--- src/sv/bsc_pkg.sv ---
// bsc_pkg: types, register codes and byte-level cipher primitives
// shared by the byte cipher modules; depends on nothing
package bsc_pkg;

    localparam int unsigned BYTE_W    = 8;
    localparam int unsigned KEY_W     = 32;
    localparam int unsigned CFG_IDX_W = 2;
    localparam int unsigned NIB_W     = 4;

    typedef enum logic [1:0] {
        MODE_ECB_ENC = 2'd0,
        MODE_ECB_DEC = 2'd1,
        MODE_CBC_ENC = 2'd2,
        MODE_CBC_DEC = 2'd3
    } t_mode;

    typedef enum logic [CFG_IDX_W-1:0] {
        REG_KEY  = 2'd0,
        REG_IV   = 2'd1,
        REG_MODE = 2'd2
    } t_reg_idx;

    typedef struct packed {
        logic [KEY_W-1:0]  key;
        logic [BYTE_W-1:0] iv;
        t_mode             mode;
    } t_cfg;

    typedef struct packed {
        logic              upd;
        logic [BYTE_W-1:0] value;
    } t_chain_upd;

    // nibble s-box: 7x + 7 mod 16
    function automatic logic [NIB_W-1:0] sub_nib(input logic [NIB_W-1:0] x);
        return NIB_W'(x * 4'd7 + 4'd7);
    endfunction

    // inverse: 7(y - 7) = 7y + 15 mod 16, since 7 * 7 = 1 mod 16
    function automatic logic [NIB_W-1:0] inv_sub_nib(input logic [NIB_W-1:0] y);
        return NIB_W'(y * 4'd7 + 4'd15);
    endfunction

    function automatic logic [BYTE_W-1:0] sub_byte(input logic [BYTE_W-1:0] b);
        return {sub_nib(b[7:4]), sub_nib(b[3:0])};
    endfunction

    function automatic logic [BYTE_W-1:0] inv_sub_byte(input logic [BYTE_W-1:0] b);
        return {inv_sub_nib(b[7:4]), inv_sub_nib(b[3:0])};
    endfunction

    function automatic logic [BYTE_W-1:0] rotl2(input logic [BYTE_W-1:0] b);
        return {b[5:0], b[7:6]};
    endfunction

    function automatic logic [BYTE_W-1:0] rotl6(input logic [BYTE_W-1:0] b);
        return {b[1:0], b[7:2]};
    endfunction

    // round key 0 is the top byte of the key
    function automatic logic [BYTE_W-1:0] round_key(input logic [KEY_W-1:0] key,
                                                    input logic [1:0]       rnd);
        logic [BYTE_W-1:0] rk;
        case (rnd)
            2'd0:    rk = key[31:24];
            2'd1:    rk = key[23:16];
            2'd2:    rk = key[15:8];
            default: rk = key[7:0];
        endcase
        return rk;
    endfunction

endpackage

--- src/sv/byte_spn_cipher_ecb_cbc.sv ---
// byte_spn_cipher_ecb_cbc: byte-wide 4-round spn cipher, ecb and cbc modes
// depends on bsc_pkg, bsc_cfg_regs, bsc_datapath
//
//  channel  | handshake                 | payload
//  ---------+---------------------------+------------------------------
//  input    | i_in_valid / o_in_ready   | i_data_byte, i_last_byte
//  output   | o_out_valid / i_out_ready | o_result_byte
//  config   | i_cfg_we (no wait)        | i_cfg_idx, i_cfg_data
//
// one word per cycle sustained while the output is not stalled; a word goes
// from input accept to output valid through input register, cipher logic, result register.
// the cbc chain byte is updated as a word leaves the input register, so the
// next word already sees it on the following cycle.
// synchronous active-low reset clears both stages, config, chain and
// puts the next word at a message start. an output stall holds the result
// register and backs up into the input register, then drops o_in_ready.
module byte_spn_cipher_ecb_cbc
    import bsc_pkg::*;
(
    input  logic                 i_clk,
    input  logic                 i_rst_n,
    input  logic                 i_cfg_we,
    input  logic [CFG_IDX_W-1:0] i_cfg_idx,
    input  logic [KEY_W-1:0]     i_cfg_data,
    input  logic                 i_in_valid,
    output logic                 o_in_ready,
    input  logic [BYTE_W-1:0]    i_data_byte,
    input  logic                 i_last_byte,
    output logic                 o_out_valid,
    input  logic                 i_out_ready,
    output logic [BYTE_W-1:0]    o_result_byte
);

    t_cfg              cfg;
    logic [BYTE_W-1:0] dp_result;
    t_chain_upd        dp_chain_upd;

    logic              r_in_valid;
    logic [BYTE_W-1:0] r_in_data;
    logic              r_in_last;
    logic              r_out_valid;
    logic [BYTE_W-1:0] r_out_byte;
    logic [BYTE_W-1:0] r_chain;
    logic              r_msg_start;

    logic              n_in_valid;
    logic              n_out_valid;
    logic [BYTE_W-1:0] n_chain;
    logic              n_msg_start;

    logic              in_acc;
    logic              advance;

    bsc_cfg_regs u_cfg (
        .i_clk      (i_clk),
        .i_rst_n    (i_rst_n),
        .i_cfg_we   (i_cfg_we),
        .i_cfg_idx  (i_cfg_idx),
        .i_cfg_data (i_cfg_data),
        .o_cfg      (cfg)
    );

    bsc_datapath u_dp (
        .i_cfg       (cfg),
        .i_data      (r_in_data),
        .i_chain     (r_chain),
        .i_msg_start (r_msg_start),
        .o_result    (dp_result),
        .o_chain_upd (dp_chain_upd)
    );

    assign advance    = r_in_valid && (!r_out_valid || i_out_ready);
    assign o_in_ready = !r_in_valid || advance;
    assign in_acc     = i_in_valid && o_in_ready;

    always_comb begin
        n_in_valid  = in_acc ? 1'b1 : (advance ? 1'b0 : r_in_valid);
        n_out_valid = advance ? 1'b1 : ((r_out_valid && i_out_ready) ? 1'b0 : r_out_valid);
        n_chain     = (advance && dp_chain_upd.upd) ? dp_chain_upd.value : r_chain;
        n_msg_start = advance ? r_in_last : r_msg_start;
    end

    always_ff @(posedge i_clk) begin
        if (!i_rst_n) begin
            r_in_valid  <= 1'b0;
            r_out_valid <= 1'b0;
            r_chain     <= '0;
            r_msg_start <= 1'b1;
        end else begin
            r_in_valid  <= n_in_valid;
            r_out_valid <= n_out_valid;
            r_chain     <= n_chain;
            r_msg_start <= n_msg_start;
        end
    end

    // payload registers
    always_ff @(posedge i_clk) begin
        if (in_acc) begin
            r_in_data <= i_data_byte;
            r_in_last <= i_last_byte;
        end
        if (advance) begin
            r_out_byte <= dp_result;
        end
    end

    assign o_out_valid   = r_out_valid;
    assign o_result_byte = r_out_byte;

    // a word that moves on always lands in the result register
    a_advance_fills_out: assert property (@(posedge i_clk) disable iff (!i_rst_n)
        advance |=> r_out_valid)
        else $error("result register empty after a word moved on");

    // message boundary follows the flag of the word that moved on
    a_msg_start_tracks_last: assert property (@(posedge i_clk) disable iff (!i_rst_n)
        advance |=> (r_msg_start == $past(r_in_last)))
        else $error("message start flag out of step with last flag");

    // cbc encrypt chains on its own ciphertext
    a_cbc_enc_chain: assert property (@(posedge i_clk) disable iff (!i_rst_n)
        (advance && (cfg.mode == MODE_CBC_ENC)) |=> (r_chain == r_out_byte))
        else $error("cbc encrypt chain byte differs from ciphertext");

    // ecb leaves the chain byte alone
    a_ecb_chain_hold: assert property (@(posedge i_clk) disable iff (!i_rst_n)
        (advance && (cfg.mode == MODE_ECB_ENC || cfg.mode == MODE_ECB_DEC))
        |=> $stable(r_chain))
        else $error("chain byte changed in ecb mode");

endmodule

--- src/sv/bsc_cfg_regs.sv ---
// bsc_cfg_regs: key, iv and mode registers behind the plain write port
// depends on bsc_pkg
module bsc_cfg_regs
    import bsc_pkg::*;
(
    input  logic                 i_clk,
    input  logic                 i_rst_n,
    input  logic                 i_cfg_we,
    input  logic [CFG_IDX_W-1:0] i_cfg_idx,
    input  logic [KEY_W-1:0]     i_cfg_data,
    output t_cfg                 o_cfg
);

    t_cfg r_cfg;
    t_cfg n_cfg;

    always_comb begin
        n_cfg = r_cfg;
        if (i_cfg_we) begin
            case (t_reg_idx'(i_cfg_idx))
                REG_KEY:  n_cfg.key  = i_cfg_data;
                REG_IV:   n_cfg.iv   = i_cfg_data[BYTE_W-1:0];
                REG_MODE: n_cfg.mode = t_mode'(i_cfg_data[1:0]);
                default:  n_cfg = r_cfg; // unused index
            endcase
        end
    end

    always_ff @(posedge i_clk) begin
        if (!i_rst_n) begin
            r_cfg.key  <= '0;
            r_cfg.iv   <= '0;
            r_cfg.mode <= MODE_ECB_ENC;
        end else begin
            r_cfg <= n_cfg;
        end
    end

    assign o_cfg = r_cfg;

endmodule

--- src/sv/bsc_datapath.sv ---
// bsc_datapath: four-round encrypt and decrypt of one word plus cbc chaining
// pure combinational; depends on bsc_pkg
module bsc_datapath
    import bsc_pkg::*;
(
    input  t_cfg              i_cfg,
    input  logic [BYTE_W-1:0] i_data,
    input  logic [BYTE_W-1:0] i_chain,
    input  logic              i_msg_start,
    output logic [BYTE_W-1:0] o_result,
    output t_chain_upd        o_chain_upd
);

    function automatic logic [BYTE_W-1:0] encrypt(input logic [BYTE_W-1:0] v,
                                                  input logic [KEY_W-1:0]  key);
        logic [BYTE_W-1:0] t;
        t = v ^ round_key(key, 2'd0);
        t = rotl2(sub_byte(t)) ^ round_key(key, 2'd1);
        t = rotl2(sub_byte(t)) ^ round_key(key, 2'd2);
        t = sub_byte(t) ^ round_key(key, 2'd3);
        return t;
    endfunction

    function automatic logic [BYTE_W-1:0] decrypt(input logic [BYTE_W-1:0] v,
                                                  input logic [KEY_W-1:0]  key);
        logic [BYTE_W-1:0] t;
        t = inv_sub_byte(v ^ round_key(key, 2'd3)) ^ round_key(key, 2'd2);
        t = inv_sub_byte(rotl6(t)) ^ round_key(key, 2'd1);
        t = inv_sub_byte(rotl6(t)) ^ round_key(key, 2'd0);
        return t;
    endfunction

    logic [BYTE_W-1:0] prev;
    logic [BYTE_W-1:0] enc_in;
    logic [BYTE_W-1:0] enc_out;
    logic [BYTE_W-1:0] dec_out;

    always_comb begin
        prev    = i_msg_start ? i_cfg.iv : i_chain;
        enc_in  = (i_cfg.mode == MODE_CBC_ENC) ? (i_data ^ prev) : i_data;
        enc_out = encrypt(enc_in, i_cfg.key);
        dec_out = decrypt(i_data, i_cfg.key);

        o_chain_upd.upd   = 1'b0;
        o_chain_upd.value = enc_out;
        case (i_cfg.mode)
            MODE_ECB_ENC: o_result = enc_out;
            MODE_ECB_DEC: o_result = dec_out;
            MODE_CBC_ENC: begin
                o_result        = enc_out;
                o_chain_upd.upd = 1'b1;
            end
            MODE_CBC_DEC: begin
                o_result          = dec_out ^ prev;
                o_chain_upd.upd   = 1'b1;
                o_chain_upd.value = i_data;
            end
            default: o_result = enc_out;
        endcase
    end

endmodule

--- config.mk ---
export PLATFORM = sky130hd
export DESIGN_NAME = byte_spn_cipher_ecb_cbc
export DESIGN_NICKNAME = d
export VERILOG_FILES = /design/src/sv/bsc_pkg.sv /design/src/sv/byte_spn_cipher_ecb_cbc.sv /design/src/sv/bsc_cfg_regs.sv /design/src/sv/bsc_datapath.sv
export SDC_FILE = /design/constraint.sdc
export NUM_CORES = 1
export LEC_CHECK = 0
export ABC_AREA = 1
export BUFFER_PORTS_ARGS = -buffer_cell sky130_fd_sc_hd__buf_2
export CAP_MARGIN = 0
export CORE_ASPECT_RATIO = 0.6
export CORE_UTILIZATION = 30
export CTS_BUF_LIST = sky130_fd_sc_hd__clkbuf_8
export DETAILED_ROUTE_END_ITERATION = 8
export MAX_ROUTING_LAYER = met4
export PLACE_DENSITY = 0.49
export SLEW_MARGIN = 0
export SYNTH_ARGS = -nofsm -noshare
export SYNTH_HDL_FRONTEND = slang
export SYNTH_SLANG_ARGS = --single-unit
--- constraint.sdc ---
create_clock -name i_clk -period 8.7 [get_ports i_clk]
set_clock_uncertainty 0.05 [all_clocks]
set_input_delay 1.74 -clock i_clk [delete_from_list [all_inputs] [get_ports i_clk]]
set_output_delay 1.74 -clock i_clk [all_outputs]
set_load 0.05 [all_outputs]
# Yosys cells after proc, flatten, opt, wreduce, memory -nomap -nowiden
# Cells that the tools add are included.
[classes] multipliers=12 bitwise=10 muxes=9 n_addsub=12 n_reduce_logical=17 eq_ne=5
[ops] operator="XOR 8 bit" count=10
[ops] operator="multiplier 4 x 3 -> 4 bit (second input constant)" count=12
[ops] operator="adder 4 x 3 -> 4 bit (second input constant)" count=6
[ops] operator="adder 4 bit (second input constant)" count=6
[ops] operator="two-way mux 8 bit" count=3
[ops] operator="one-hot mux 8 bit (3 select lines)" count=1
[ops] operator="== test 2 bit (second input constant)" count=3
[ops] operator="AND reduction 2 bit" count=3
[ops] operator="two-way mux 1 bit" count=5
[ops] operator="== test 2 x 1 -> 1 bit (second input constant)" count=2
[ops] operator="logical AND 1 bit" count=4
[ops] operator="zero test 2 bit" count=2
[ops] operator="nonzero test 2 bit" count=2
[ops] operator="OR reduction 2 bit" count=2
[ops] operator="zero test 1 bit" count=2
[ops] operator="logical OR 1 bit" count=2
[word_totals] register_bits=70 input_bits=48

# Longest topological paths before layout
[logic_depth] word_depth=14 ltp_mapped=38 ltp_nobuf=37

# By module
# From an unflattened synthesis, not the netlist that was laid out.
[unflattened] cells_unflattened=959 area_unflattened_um2=5974.5
[modules_own_cells] module="bsc_datapath" seq_area_each_um2=0.0 instances=1 cells_each=581 area_each_um2=3016.6
[modules_own_cells] module="bsc_cfg_regs" seq_area_each_um2=840.8 instances=1 cells_each=276 area_each_um2=1869.3
[modules_own_cells] module="byte_spn_cipher_ecb_cbc" seq_area_each_um2=730.7 instances=1 cells_each=102 area_each_um2=1088.5

# Worst setup path before layout
# Ideal clock, no wire load.
[synth_path] kind="register to register" from="register r_msg_start" to="register r_out_byte[7], in the netlist o_result_byte[7] (data pin)" path_buffers=1 t_arrival_ns=6.347 required_ns=8.396 period_less_slack_ns=6.652 slack_ns=2.048 stages_incl_launch_ff=35 setup_ns=0.254 path_cell_list="dfxtp_1 > buf_6 > inv_6 > nand2_1 > o21ai_2 > nand2_1 > xor2_1 > ha_1 > xnor2_1 > xnor2_1 > fa_1 > or2_2 > nand2_1 > inv_1 > ha_1 > xnor2_1 > xnor2_1 > fa_1 > xor2_1 > xnor2_1 > xor2_1 > nand3_1 > nand2_1 > inv_1 > ha_1 > xnor2_1 > xnor2_1 > fa_1 > xor2_1 > xnor2_1 > xor2_1 > xnor2_1 > nor2_1 > a21oi_1 > nand2_1"
[synth_between] elab_chain_cells=14 word_cells_on_any_way=19 cone_classes="add/sub: 5; mul: 5; mux: 3; bitwise: 6"
[synth_rtl] item="from (decl)" line="byte_spn_cipher_ecb_cbc.sv:44" text="logic r_msg_start;"
[synth_rtl] item="from (signal assigned)" line="byte_spn_cipher_ecb_cbc.sv:93" text="r_msg_start <= n_msg_start;"
[synth_rtl] item="two-way mux 8 bit (*)" line="bsc_datapath.sv:39" text="prev = i_msg_start ? i_cfg.iv : i_chain;"
[synth_rtl] item="XOR 8 bit" line="bsc_datapath.sv:40" text="enc_in = (i_cfg.mode == MODE_CBC_ENC) ? (i_data ^ prev) : i_data;"
[synth_rtl] item="two-way mux 8 bit" line="bsc_datapath.sv:40"
[synth_rtl] item="XOR 8 bit" line="bsc_datapath.sv:17" text="t = v ^ round_key(key, 2'd0);"
[synth_rtl] item="multiplier 4 x 3 -> 4 bit" line="bsc_pkg.sv:36" text="return NIB_W'(x * 4'd7 + 4'd7);"
[synth_rtl] item="adder 4 x 3 -> 4 bit" line="bsc_pkg.sv:36"
[synth_rtl] item="XOR 8 bit" line="bsc_datapath.sv:18" text="t = rotl2(sub_byte(t)) ^ round_key(key, 2'd1);"
[synth_rtl] item="multiplier 4 x 3 -> 4 bit" line="bsc_pkg.sv:36"
[synth_rtl] item="adder 4 x 3 -> 4 bit" line="bsc_pkg.sv:36"
[synth_rtl] item="XOR 8 bit" line="bsc_datapath.sv:19" text="t = rotl2(sub_byte(t)) ^ round_key(key, 2'd2);"
[synth_rtl] item="multiplier 4 x 3 -> 4 bit" line="bsc_pkg.sv:36"
[synth_rtl] item="adder 4 x 3 -> 4 bit" line="bsc_pkg.sv:36"
[synth_rtl] item="XOR 8 bit" line="bsc_datapath.sv:20" text="t = sub_byte(t) ^ round_key(key, 2'd3);"
[synth_rtl] item="one-hot mux 8 bit (3 select lines) (*)" line="bsc_datapath.sv:46" text="case (i_cfg.mode)"
[synth_rtl] item="via dp_result[7]" line="byte_spn_cipher_ecb_cbc.sv:35" text="logic [BYTE_W-1:0] dp_result;"
[synth_rtl] item="to (signal assigned)" line="byte_spn_cipher_ecb_cbc.sv:104" text="r_out_byte <= dp_result;"
[synth_rtl] item="to (decl)" line="byte_spn_cipher_ecb_cbc.sv:42" text="logic [BYTE_W-1:0] r_out_byte;"
# The timed path passes the listed nets; every way through them passes the cells marked *.
# A chain may end at the register's enable or synchronous reset.

# Final worst setup path
# Ends and elaborated chain as after synthesis.

==> out/summary.md <==
* 49 — largest net degree at the start of global routing
* 0% — share of synthesized area spent on multiplexers
* 104 um — Die Y-Extent
* 11.5 mm — half-perimeter wire length after detailed placement
* 0 — final hold vios
* 0 — overflow left after global routing
* 672 — cell count after synthesis
* 23.0 mm — global-route wire length before repair
* 57 — number of I/O port buffers
* 127 x nand2_1, 89 x inv_1, 57 x buf_2 — commonest cells after routing, fill and taps aside
* finished, final reports clean — result of the run
* 0 — count of hold buffers inserted by post-cts repair
* 14.1% — relative area change from synthesis to final layout
* 4425 — via count
* nand2_1 — most common library cell in the layout ignoring fill and taps
* done — TritonCTS clock tree
* 20.1% — Post-Synth XOR/XNOR Area
* 0 ns — sum of negative setup slack
* XOR/XNOR gates — combinational family with the most area after synthesis
* 19.3% — Synth Area in Simple Gates
* 4.60 — vias per inst
* 7.93 ns — min cycle time layout
* 12.0% — Synth Area in Compound Gates
* 0.37 ns — source-to-sink clock delay at the later pin of the worst-skew pair
* 0.766 ns — transition at the pin with the smallest max-transition slack
* 309 — Iter 0 DRT Violations
* 0.408 ns — worst hold slack across all endpoints
* 10.1% — fraction of the mapped netlist area in adder cells
* 0 — number of antenna-violating nets in the routed design
* 14.7% — ratio of cells with drive above 1 in the final layout
* 0.0177 mm^2 — total die area
* 36 — number of library cell types mapped by synthesis
* 10 — CP Max Fanout
* 70 — clock sinks
* 0 — Slew Viols, Final
* reg2reg — worst setup path class
* 0 — maximum capacitance violations
* XOR/XNOR gates — gate family responsible for the most delay along the worst path
* 15.0 um — average detailed-routed wire length per instance
* 0.07 ns — clock input transition at the sequential cells of the worst setup and hold paths
* 4268 — via count of the first global-routing pass
* flip-flop — startpoint type of the worst setup path
* 3 — htree depth
* 0 — post-CTS setup repair buffer count
* 32 — number of logic stages on the critical path including buffering
* reg2reg — worst hold-check path type
* 758 — number of nets in the synthesized netlist
* 0.55 ns — crit-path max cell delay
* 36 — FP Rows
* 31.2% — starting density of the core
* 126 MHz — achievable clock frequency
* 0.0165 mm^2 — Core Box Area
* 0 — final number of setup-violating endpoints
* 171 um — x dimension of the die
* false — setup repair after global routing missed its margin
* 0 — Synth warnings
* flip-flop — kind of end point of the critical path
* 7.98 ns — arrival time of the worst setup path
* 0 — detailed-route DRC error count
* 91.1% — final worst path period share
* 32 — depth of the worst register-to-register path
* 14.4 mm — detailed-route wire length
* 0 — number of antenna violations at the first check in global routing
* 48.6% — normalized max-slew margin
* 3 — count of buffering cells on the critical path with inverters included
* dfxtp_1 — standard cell with the maximum stage delay on the critical path
* 8.75 ns — critical path data required time
* 814 — number of nets in the layout
* 0.00516 mm^2 — total standard cell area after synthesis
* 5 — total iterations of the first detailed-routing run
* 1759 — fillcell total
* 30.5% — proportion of synthesized chip area in sequential cells
* 7.67 um^2 — mean post-synth cell area
* 2 — Clock Path Buffers
* 17.7% — GRT Total Usage
* 2 — number of cells on the worst hold path
* 0 — antenna diode instance count
* 0 — count of cells resized by post-cts repair
* xnor2_1 — cell seen most often among critical-path stages
* clkbuf_8 — clock root cell
* 9 — number of CTS-inserted buffers
* 58 — count of pins on the block boundary
* 0.870 — Routability Congestion
* 70 — synthesized flop and latch total
==> state kept, by name, indices dropped and copies added, names as in the netlist <==
signal	count
r_in_valid	1
r_in_data	8
o_out_valid	1
r_chain	8
o_result_byte	8
r_in_last	1
r_msg_start	1
u_cfg.o_cfg	42
==> final timing paths <==
path	from	endpoint	slack [ns]
hold / removal	u_cfg.o_cfg[6]	u_cfg.o_cfg[6]	0.41
setup / recovery	r_msg_start	o_result_byte[7]	0.77
hold reg to reg	u_cfg.o_cfg[6]	u_cfg.o_cfg[6]	0.41
setup reg to reg	r_msg_start	o_result_byte[7]	0.77
==> routing by layer <==
| layer | part of all wire [%] | wire length (um) | GRT usage (%) | vias to the layer above |
|---|---|---|---|---|
| met5 | 0 | 0 | - | - |
| met4 | 1.0 | 148 | 3.64 | 0 |
| met3 | 6.1 | 874 | 4.09 | 9 |
| met2 | 39 | 5680 | 23.8 | 129 |
| met1 | 53 | 7700 | 26.4 | 2053 |
| li1 | - | - | - | 2234 |
==> layout make-up <==
cell class / instances / area [um^2] / share of cell area (%)
clock inverter: 7 / 83.8 / 1.42
tap: 228 / 285 / 4.85
clock buffer: 9 / 124 / 2.10
inverter: 90 / 343 / 5.82
sequential: 70 / 1570 / 26.7
multi-input combinational: 498 / 3180 / 54.0
timing repair buffer: 59 / 300 / 5.10
==> Yosys cell counts <==
master	count	area share [%]
nand2_4	1	0.22
nand2_1	127	9.2
clkbuf_8	1	0.27
inv_6	1	0.17
o21ai_0	55	5.3
clkinv_1	1	0.073
inv_2	3	0.22
inv_1	85	6.2
nor2_1	48	3.5
nand3_2	2	0.39
nor2_4	1	0.22
or2_2	5	0.61
a21oi_1	44	4.3
o21ai_2	2	0.34
nor3_1	2	0.19
a221o_1	2	0.39
fa_1	6	2.3
nor2_2	2	0.24
xor2_1	50	8.5
clkbuf_1	12	0.87
nand3_1	36	3.5
xor2_2	6	1.9
o21a_1	2	0.29
nand2_2	9	1.1
edfxtp_1	17	9.9
ha_1	32	7.8
or2_1	1	0.12
o22ai_1	1	0.12
o211ai_1	4	0.58
a21o_1	1	0.15
a31oi_1	1	0.12
xnor2_2	4	1.3
dfxtp_1	53	21
buf_6	1	0.22
xnor2_1	50	8.5
o21ai_1	4	0.39
==> cells by family (layout without fill, tap and decap cells) <==
| group | after synthesis | after routing |
|---|---|---|
| xor+xnor | 110 | 110 |
| compound gates | 116 | 116 |
| buf+inv | 104 | 165 |
| flops | 70 | 70 |
| simple gates | 234 | 234 |
| fa+ha+maj | 38 | 38 |
==> worst register-to-register path: cells and delay by family, from the launching register on <==
kind | cells | cell delay, ns
xor gates and xnor gates | 14 | 3.07
and+or+nand+nor | 7 | 1.10
AOI/OAI and AO/OA | 2 | 0.31
DFF | 1 | 0.55
buffers and inverters | 3 | 0.27
adders and majority gates | 6 | 2.31
==> metrics by stage <==
| step | util, % | instances | worst slack, ns | cell area (um^2) |
|---|---|---|---|---|
| finish | 35.6 | 961 | 0.770 | 5890 |
| global route | 35.6 | 961 | 0.139 | 5890 |
| CTS | 35.6 | 961 | 0.684 | 5890 |
| detailed placement | 34.3 | 945 | 0.719 | 5680 |
| global placement | 34.3 | 945 | 0.727 | 5680 |
| floorplan | - | 672 | 2.05 | 5160 |
Power is left out: the tool's default activity adds up to more than one toggle a clock period on the data nets, which glitch-free logic cannot reach.
